File: src/sv/dlvm_pkg.sv
// shared types and constants for the depth local variance mask
package dlvm_pkg;

  localparam int PIX_W     = 16;
  localparam int ROW_OUT_W = 8;
  localparam int COL_OUT_W = 9;
  localparam int SPREAD_W  = 37;
  localparam int LIMIT_W   = 30;
  localparam int SUM3_W    = 18;
  localparam int SQ_W      = 32;
  localparam int COLSQ_W   = 34;
  localparam int SUM_W     = 20;
  localparam int TOTSQ_W   = 36;
  localparam int PROD_W    = 40;
  localparam int TDATA_OUT_W = 72;
  localparam int WINDOW_AREA = 9;

  localparam logic [LIMIT_W-1:0] LIMIT_RESET = 30'd3000;

  // what each item carries down the pipe besides pixel data
  typedef struct packed {
    logic                 emit;      // item produces a result
    logic                 emit_edge; // item also produces the right border result
    logic                 interior;  // emitted pixel has a full window
    logic [ROW_OUT_W-1:0] row;
    logic [COL_OUT_W-1:0] col;
  } meta_t;

endpackage

File: src/sv/dlvm_spread.sv
// window column sums and the 81x variance pipeline
module dlvm_spread (
  input  logic                          clk,
  input  logic                          rst_n,
  input  logic                          adv,
  input  logic                          col_valid,
  input  logic [dlvm_pkg::PIX_W-1:0]    col_top,
  input  logic [dlvm_pkg::PIX_W-1:0]    col_mid,
  input  logic [dlvm_pkg::PIX_W-1:0]    col_bot,
  input  dlvm_pkg::meta_t               col_meta,
  output logic                          res_valid,
  output dlvm_pkg::meta_t               res_meta,
  output logic [dlvm_pkg::SPREAD_W-1:0] res_spread,
  output logic [dlvm_pkg::PIX_W-1:0]    res_centre
);
  import dlvm_pkg::*;

  // square stage
  logic               v3_r;
  logic [SQ_W-1:0]    sqa_r, sqb_r, sqp_r;
  logic [SUM3_W-1:0]  sum3_r;
  logic [PIX_W-1:0]   mid3_r;
  meta_t              meta3_r;
  // window state: two previous columns and the middle pixel of the newer one
  logic [SUM3_W-1:0]  k1_r, k2_r;
  logic [COLSQ_W-1:0] q1_r, q2_r;
  logic [PIX_W-1:0]   m2_r;
  // totals stage
  logic               v4_r;
  logic [SUM_W-1:0]   sum4_r;
  logic [TOTSQ_W-1:0] sq4_r;
  logic [PIX_W-1:0]   cen4_r;
  meta_t              meta4_r;
  // product stage
  logic               v5_r;
  logic [PROD_W-1:0]  sumsq5_r;
  logic [PROD_W-1:0]  nine5_r;
  logic [PIX_W-1:0]   cen5_r;
  meta_t              meta5_r;

  logic [COLSQ_W-1:0] colsq;
  logic [SUM_W-1:0]   tot_sum;
  logic [TOTSQ_W-1:0] tot_sq;
  logic [PROD_W-1:0]  diff;
  logic               shift_en;

  // column sum of squares and window totals after the shift
  assign colsq   = COLSQ_W'(sqa_r) + COLSQ_W'(sqb_r) + COLSQ_W'(sqp_r);
  assign tot_sum = SUM_W'(k1_r) + SUM_W'(k2_r) + SUM_W'(sum3_r);
  assign tot_sq  = TOTSQ_W'(q1_r) + TOTSQ_W'(q2_r) + TOTSQ_W'(colsq);
  assign shift_en = adv && v3_r;

  // valid chain
  always_ff @(posedge clk) begin
    if (!rst_n) begin
      v3_r <= 1'b0;
      v4_r <= 1'b0;
      v5_r <= 1'b0;
    end else if (adv) begin
      v3_r <= col_valid;
      v4_r <= v3_r;
      v5_r <= v4_r;
    end
  end

  // window shift, one column per item
  always_ff @(posedge clk) begin
    if (!rst_n) begin
      k1_r <= '0;
      k2_r <= '0;
      q1_r <= '0;
      q2_r <= '0;
      m2_r <= '0;
    end else if (shift_en) begin
      k1_r <= k2_r;
      k2_r <= sum3_r;
      q1_r <= q2_r;
      q2_r <= colsq;
      m2_r <= mid3_r;
    end
  end

  // stage payloads
  always_ff @(posedge clk) begin
    if (adv) begin
      sqa_r    <= col_top * col_top;
      sqb_r    <= col_mid * col_mid;
      sqp_r    <= col_bot * col_bot;
      sum3_r   <= SUM3_W'(col_top) + SUM3_W'(col_mid) + SUM3_W'(col_bot);
      mid3_r   <= col_mid;
      meta3_r  <= col_meta;
      sum4_r   <= tot_sum;
      sq4_r    <= tot_sq;
      cen4_r   <= m2_r;
      meta4_r  <= meta3_r;
      sumsq5_r <= PROD_W'(sum4_r) * PROD_W'(sum4_r);
      nine5_r  <= (PROD_W'(sq4_r) << 3) + PROD_W'(sq4_r);
      cen5_r   <= cen4_r;
      meta5_r  <= meta4_r;
    end
  end

  assign diff       = nine5_r - sumsq5_r;
  assign res_valid  = v5_r;
  assign res_meta   = meta5_r;
  assign res_spread = diff[SPREAD_W-1:0];
  assign res_centre = cen5_r;

endmodule

File: config.mk
export PLATFORM = sky130hd
export DESIGN_NAME = dlvm_spread
export DESIGN_NICKNAME = d
export VERILOG_FILES = /design/src/sv/dlvm_pkg.sv /design/src/sv/dlvm_spread.sv
export SDC_FILE = /design/constraint.sdc
export NUM_CORES = 2
export LEC_CHECK = 0
export BUFFER_PORTS_ARGS = -buffer_cell sky130_fd_sc_hd__buf_2
export CAP_MARGIN = 10
export CORE_ASPECT_RATIO = 1.4
export CORE_MARGIN = 2
export CORE_UTILIZATION = 60
export CTS_BUF_LIST = sky130_fd_sc_hd__clkbuf_8
export CTS_CLUSTER_DIAMETER = 200
export DETAILED_ROUTE_END_ITERATION = 7
export PLACE_DENSITY = 0.74
export SYNTH_ARGS = -nofsm -noshare
export SYNTH_HDL_FRONTEND = slang
export SYNTH_SLANG_ARGS = --single-unit
File: constraint.sdc
create_clock -name clk -period 9.45 [get_ports clk]
set_input_delay 1.89 -clock clk [delete_from_list [all_inputs] [get_ports clk]]
set_output_delay 1.89 -clock clk [all_outputs]
set_load 0.005 [all_outputs]
# Word level (Yosys, flattened, before mapping)
# Cells that the tools add are included.
[word_totals]
wordCells = 49
out_inout_bits = 74
ff_bits = 475
in_bits = 72
[classes]
reduce_logical = 1
add_sub_neg = 10
multipliers = 4
[ops]
columns = ["operator", "n"]
rows = [
  ["$mul 16x16->32", 3],
  ["$add 37x36->37", 1],
  ["$mul 20x20->37", 1],
  ["$sub 37x37->37", 1],
  ["$add 35x34->36", 1],
  ["$add 34x34->35", 1],
  ["$add 33x32->34", 1],
  ["$add 32x32->33", 1],
  ["$add 19x18->20", 1],
  ["$add 18x18->19", 1],
  ["$add 17x16->18", 1],
  ["$add 16x16->17", 1],
  ["$logic_and 1x1->1", 1],
]

# Logic depth before layout (Yosys ltp)
[logic_depth]
word_depth = 3
depth_mapped = 26
mapped_depth_nobuf = 24

# Worst setup path after synthesis
# No wires, ideal clock.
[synth_timing]
path_type = "in2reg"
startpoint = "input col_mid[3] (netlist bit)"
endpoint = "register sqb_r[29] (data pin)"
setup_ps = 258
setup_slack_ps = 1744
t_arrival_ps = 7448
t_required_ps = 9192
path_buffers = 1
stages = 23
cell_sequence = "clkbuf_1 nand2_1 inv_1 fa_1 inv_1 fa_1 fa_1 inv_1 fa_1 inv_1 fa_1 fa_1 inv_1 ha_1 a21o_1 a21oi_1 inv_1 o311ai_2 nand4b_2 a2111oi_4 o31ai_1 a21boi_1 xnor2_1"
[synth_between]
elab_chain_len = 1
[synth_lines]
columns = ["item", "line", "source"]
rows = [
  ["from (decl)", "dlvm_spread.sv:8", "input logic [dlvm_pkg::PIX_W-1:0] col_mid,"],
  ["$mul 16x16->32", "dlvm_spread.sv:87", "sqb_r <= col_mid * col_mid;"],
  ["to (signal assigned)", "dlvm_spread.sv:87", ""],
  ["to (decl)", "dlvm_spread.sv:20", "logic [SQ_W-1:0] sqa_r, sqb_r, sqp_r;"],
]
# No other way between the ends.
# A chain may end at the register's enable or synchronous reset.

# Worst setup path in the final report
[layout_timing]
startpoint = "input col_bot[0] (netlist bit)"
endpoint = "register sqp_r[30] (data pin)"
[layout_between]
elab_chain_len = 1
[layout_lines]
columns = ["item", "line", "source"]
rows = [
  ["from (decl)", "dlvm_spread.sv:9", "input logic [dlvm_pkg::PIX_W-1:0] col_bot,"],
  ["$mul 16x16->32", "dlvm_spread.sv:88", "sqp_r <= col_bot * col_bot;"],
  ["to (signal assigned)", "dlvm_spread.sv:88", ""],
  ["to (decl)", "dlvm_spread.sv:20", ""],
]
# No other way between the ends.

==> impl_metrics.csv <==
group,metric,value,unit
layout,layout_cell_share_with_drive_strength_beyond_1,5.503,%
timing,finalHoldViolations,0,
synth,yosysTopAreaCell,"sky130_fd_sc_hd__fa_1",
critical_path,cpMostUsedCell,"sky130_fd_sc_hd__fa_1",
floorplanning,die_h,371.9,um
timing,fin_crit_sh,83.14,%
layout,nNetsFinal,7484,
routing,vias,40090,
critical_path,crit_type,"primary input to flip-flop",
cts,count_of_h_tree_levels_built_during_cts,3,
routing,detail_route.drc_violations,0,
critical_path,crit_path_start_kind,"primary input",
timing,drv_slew,0,
synth,synth.top_cells.by_area,"sky130_fd_sc_hd__fa_1 (30%), sky130_fd_sc_hd__edfxtp_1 (18%), sky130_fd_sc_hd__ha_1 (13%)",
cts,worst_skew_pair.late_latency,0.69,ns
timing,actual_transition_at_the_worst_max_transition_pin,1.093,ns
routing,dr_wl_met3,5.469,mm
critical_path,cp_slowest_cell,"sky130_fd_sc_hd__fa_1",
placement,placement.io_buffers,145,
cts,clock_tree.root_cell,"sky130_fd_sc_hd__clkbuf_8",
cts,post-cts-setup-buffers,0,
synth,synth_top_area_share,30.23,%
synth,syn_avg_cell_area,9.913,um2
floorplanning,start_util,60.70,%
critical_path,worstReg2RegStart,"sum4_r[11]",
synth,synth-edff-count,347,
outcome,outcome,"completed",
routing,route.final.wire_length,133.1,mm
timing,fin_crit,7.857,ns
global_route,via_count_of_the_first_global_routing_pass,43420,
synth,synthesis.nets,7399,
cts,cts.sink_count,470,
critical_path,worst_reg2reg_path_endpoint,"sumsq5_r[31]",
critical_path,cp.arrival,8.27,ns
global_route,maximum_number_of_pins_on_one_net_before_global_route_repair,111,
floorplanning,fp.dieW,266.8,um
routing,drt-pass1-iter-count,5,
floorplanning,floorplan.io_pins,146,
routing,postRouteAntennaNets,0,
timing,setup_tns,0,ns
critical_path,critPathMaxStageDelay,0.55,ns
layout,fillerInstances,7819,
global_route,grt_antenna_before_repair,6,
timing,slew-limit-headroom,27.12,%
critical_path,critical_path.cell_chain,"buf_2 > clkinv_1 > nor2_1 > inv_1 > fa_1 > fa_1 > inv_1 > fa_1 > fa_1 > inv_1 > fa_1 > fa_1 > inv_1 > ha_1 > a21oi_1 > o21bai_1 > a221o_1 > a21oi_1 > o221ai_1 > o21ai_1 > o21bai_1 > a221oi_1 > xnor2_1",
floorplanning,total_die_area,99220,um2
layout,area.growth.synth_to_final,6.020,%
job,drv_cap,0,
min_path,min_path_type,"flip-flop to flip-flop",
routing,routed_met2_length,70.35,mm
synth,ys_async_sr_fraction,0,%
routing,routed_via_density,5.549,
critical_path,path_depth,23,
cts,ctsLongestPathBuffers,3,
cts,tritoncts,"built",
cts,cts_made_buffers,75,
critical_path,critPathBufInv,6,
critical_path,reg2regPathDepth,21,
routing,average_wire_length_per_cell_after_detail_routing,18.42,um
critical_path,cp_top_family,"adder cells",
layout,regArea,12880,um2
cts,path_clk_slew,0.06,ns
floorplanning,rows,134,
timing,timing.clock.skew,0.05641,ns
timing,rsz_0062_raised_after_global_routing,"no",
global_route,grt_pass1_wl,219.6,mm
routing,wl_met1,49.46,mm
global_route,grt.total_usage,28.28,%
synth,syn-instance-count,5852,
critical_path,cp.required,9.87,ns
critical_path,crit_path_max_fanout,14,
routing,detail_route.iter0.violations,1998,
floorplanning,core_area,95570,um2
critical_path,reg2reg_setup_slack,1.76,ns
synth,yosys_warnings,0,
cts,cts-hold-fix-buffers,0,
critical_path,critical_path.endpoint_type,"flip-flop",
placement,gp_routability_congestion,0.9511,
global_route,grt_remaining_overflow,0,
cts,postCtsResizedCells,0,
critical_path,cp-startpoint,"col_bot[0]",
synth,synth_seq_area_share,22.21,%
synth,synth-main-ff-cell,"sky130_fd_sc_hd__edfxtp_1",
timing,setup_viol,0,
routing,maxUsedRoutingLayer,"met5",
placement,post-dp-hpwl,109.3,mm
synth,synth_area,58010,um2
synth,synthDistinctLibCells,93,
timing,maxClockFrequency,0.1273,GHz
critical_path,endpoint,"sqp_r[30]",
synth,synth_seq_cells,470,
layout,multiInputGateArea,39930,um2
==> through the flow <==
| step | hold WS, ns | cell area [um2] | setup WS, ns | utilization, % | std cells |
|---|---|---|---|---|---|
| after global placement | 0.4005 | 59840 | 1.045 | 62.62 | 7084 |
| after floorplan | 0.4003 | 58010 | 1.744 | - | 5852 |
| after detailed placement | 0.4045 | 59840 | 1.024 | 62.62 | 7084 |
| final | 0.4167 | 61500 | 1.593 | 64.35 | 7224 |
| after global routing | 0.4250 | 61500 | 1.272 | 64.35 | 7224 |
| after CTS | 0.4164 | 61490 | 1.732 | 64.35 | 7221 |
==> synth_stat cells, drive strengths merged (8+ instances only) <==
cell	count
a2111oi	11
a211o	10
a211oi	32
a21boi	115
a21o	135
a21oi	228
a31o	10
a31oi	27
and2	217
and3	28
and4	9
buf	9
clkbuf	146
dfxtp	123
edfxtp	347
fa	876
ha	599
inv	1228
nand2	599
nand2b	33
nand3	68
nand4	17
nor2	231
nor2b	40
nor3	36
o211ai	22
o21a	35
o21ai	134
o21bai	37
o22ai	8
o311ai	9
o31ai	17
or2	16
or3	11
xnor2	201
xor2	85
==> routing by layer <==
metal	vias to the layer above	global-route usage, %
li1	18900	-
met1	19840	31.47
met2	987	52.68
met3	358	3.204
met4	4	15.13
met5	-	0
==> state kept, by name, summed over array words and instances, names as in the netlist <==
name	cells
k1_r	18
v4_r	1
sumsq5_r	36
nine5_r	37
sqp_r	31
mid3_r	15
q1_r	34
sum4_r	20
v3_r	1
q2_r	34
res_meta	20
meta3_r	20
cen4_r	16
sq4_r	36
sqb_r	31
sum3_r	18
res_valid	1
meta4_r	20
res_centre	16
m2_r	16
sqa_r	31
k2_r	18
==> placed cells by master, fill, tap and decap left out, types with 36 or more instances in the layout <==
cell / instances
sky130_fd_sc_hd__xor2_1: 85
sky130_fd_sc_hd__edfxtp_1: 347
sky130_fd_sc_hd__a21oi_1: 227
sky130_fd_sc_hd__xnor2_1: 201
sky130_fd_sc_hd__o21ai_0: 110
sky130_fd_sc_hd__nand2_1: 598
sky130_fd_sc_hd__clkbuf_8: 80
sky130_fd_sc_hd__dfxtp_1: 123
sky130_fd_sc_hd__nor2b_1: 40
sky130_fd_sc_hd__nor3_1: 36
sky130_fd_sc_hd__nand3_1: 68
sky130_fd_sc_hd__ha_1: 599
sky130_fd_sc_hd__a21o_1: 135
sky130_fd_sc_hd__buf_2: 143
sky130_fd_sc_hd__inv_1: 1241
sky130_fd_sc_hd__nor2_1: 231
sky130_fd_sc_hd__and2_1: 216
sky130_fd_sc_hd__a21boi_0: 109
sky130_fd_sc_hd__fa_1: 876
==> cells by family (layout without fill, tap and decap cells) <==
| group | count (synthesis) | after routing | share of synthesized area, % |
|---|---|---|---|
| AO/OA/AOI/OAI | 884 | 884 | 10.34 |
| XOR/XNOR | 286 | 286 | 4.318 |
| adder cells (fa/ha/maj) | 1476 | 1476 | 43.17 |
| buffers and inverters | 1386 | 1531 | 8.971 |
| flip-flops | 470 | 470 | 22.21 |
| multiplexers | 11 | 11 | 0.2027 |
| other | 1 | 4 | 0.006465 |
| AND/OR/NAND/NOR | 1338 | 1338 | 10.78 |
==> worst min path at each step <==
| stage | startpoint | to | cells after the start |
|---|---|---|---|
| finish | meta3_r[11] | meta4_r[11] | 0 |
| global route | cen4_r[0] | res_centre[0] | 0 |
| CTS | cen4_r[0] | res_centre[0] | 0 |
| detailed placement | meta3_r[1] | meta4_r[1] | 0 |
| global placement | meta4_r[13] | res_meta[13] | 0 |
| floorplan | meta3_r[0] | meta4_r[0] | 0 |
==> area by class of cell <==
type                       count  area share (%)
antenna                        3         0.01221
clock buffer                  80           1.790
clock inverter                57          0.8972
inverter                    1231           7.513
multi-input combinational   3996           64.93
sequential                   470           20.95
tap                         1224           2.490
timing repair buffer         163           1.420
==> worst register-to-register path, stage by stage, from the launching register on <==
cell and delay [ns]:
sky130_fd_sc_hd__edfxtp_1 0.89, sky130_fd_sc_hd__inv_1 0.35, sky130_fd_sc_hd__nor2_1 0.32, sky130_fd_sc_hd__fa_1 0.46, sky130_fd_sc_hd__inv_1 0.09, sky130_fd_sc_hd__fa_1 0.41, sky130_fd_sc_hd__fa_1 0.52, sky130_fd_sc_hd__inv_1 0.05
sky130_fd_sc_hd__fa_1 0.45, sky130_fd_sc_hd__fa_1 0.48, sky130_fd_sc_hd__fa_1 0.49, sky130_fd_sc_hd__inv_1 0.05, sky130_fd_sc_hd__fa_1 0.49, sky130_fd_sc_hd__inv_1 0.07, sky130_fd_sc_hd__ha_1 0.36, sky130_fd_sc_hd__a21o_1 0.18
sky130_fd_sc_hd__a21o_1 0.18, sky130_fd_sc_hd__a21oi_1 0.26, sky130_fd_sc_hd__o22ai_1 0.16, sky130_fd_sc_hd__a2111oi_0 0.57, sky130_fd_sc_hd__o41ai_1 0.15, sky130_fd_sc_hd__xnor2_1 0.43
Power is left out: the tool's default activity adds up to more than one toggle a clock period on the data nets, which glitch-free logic cannot reach.
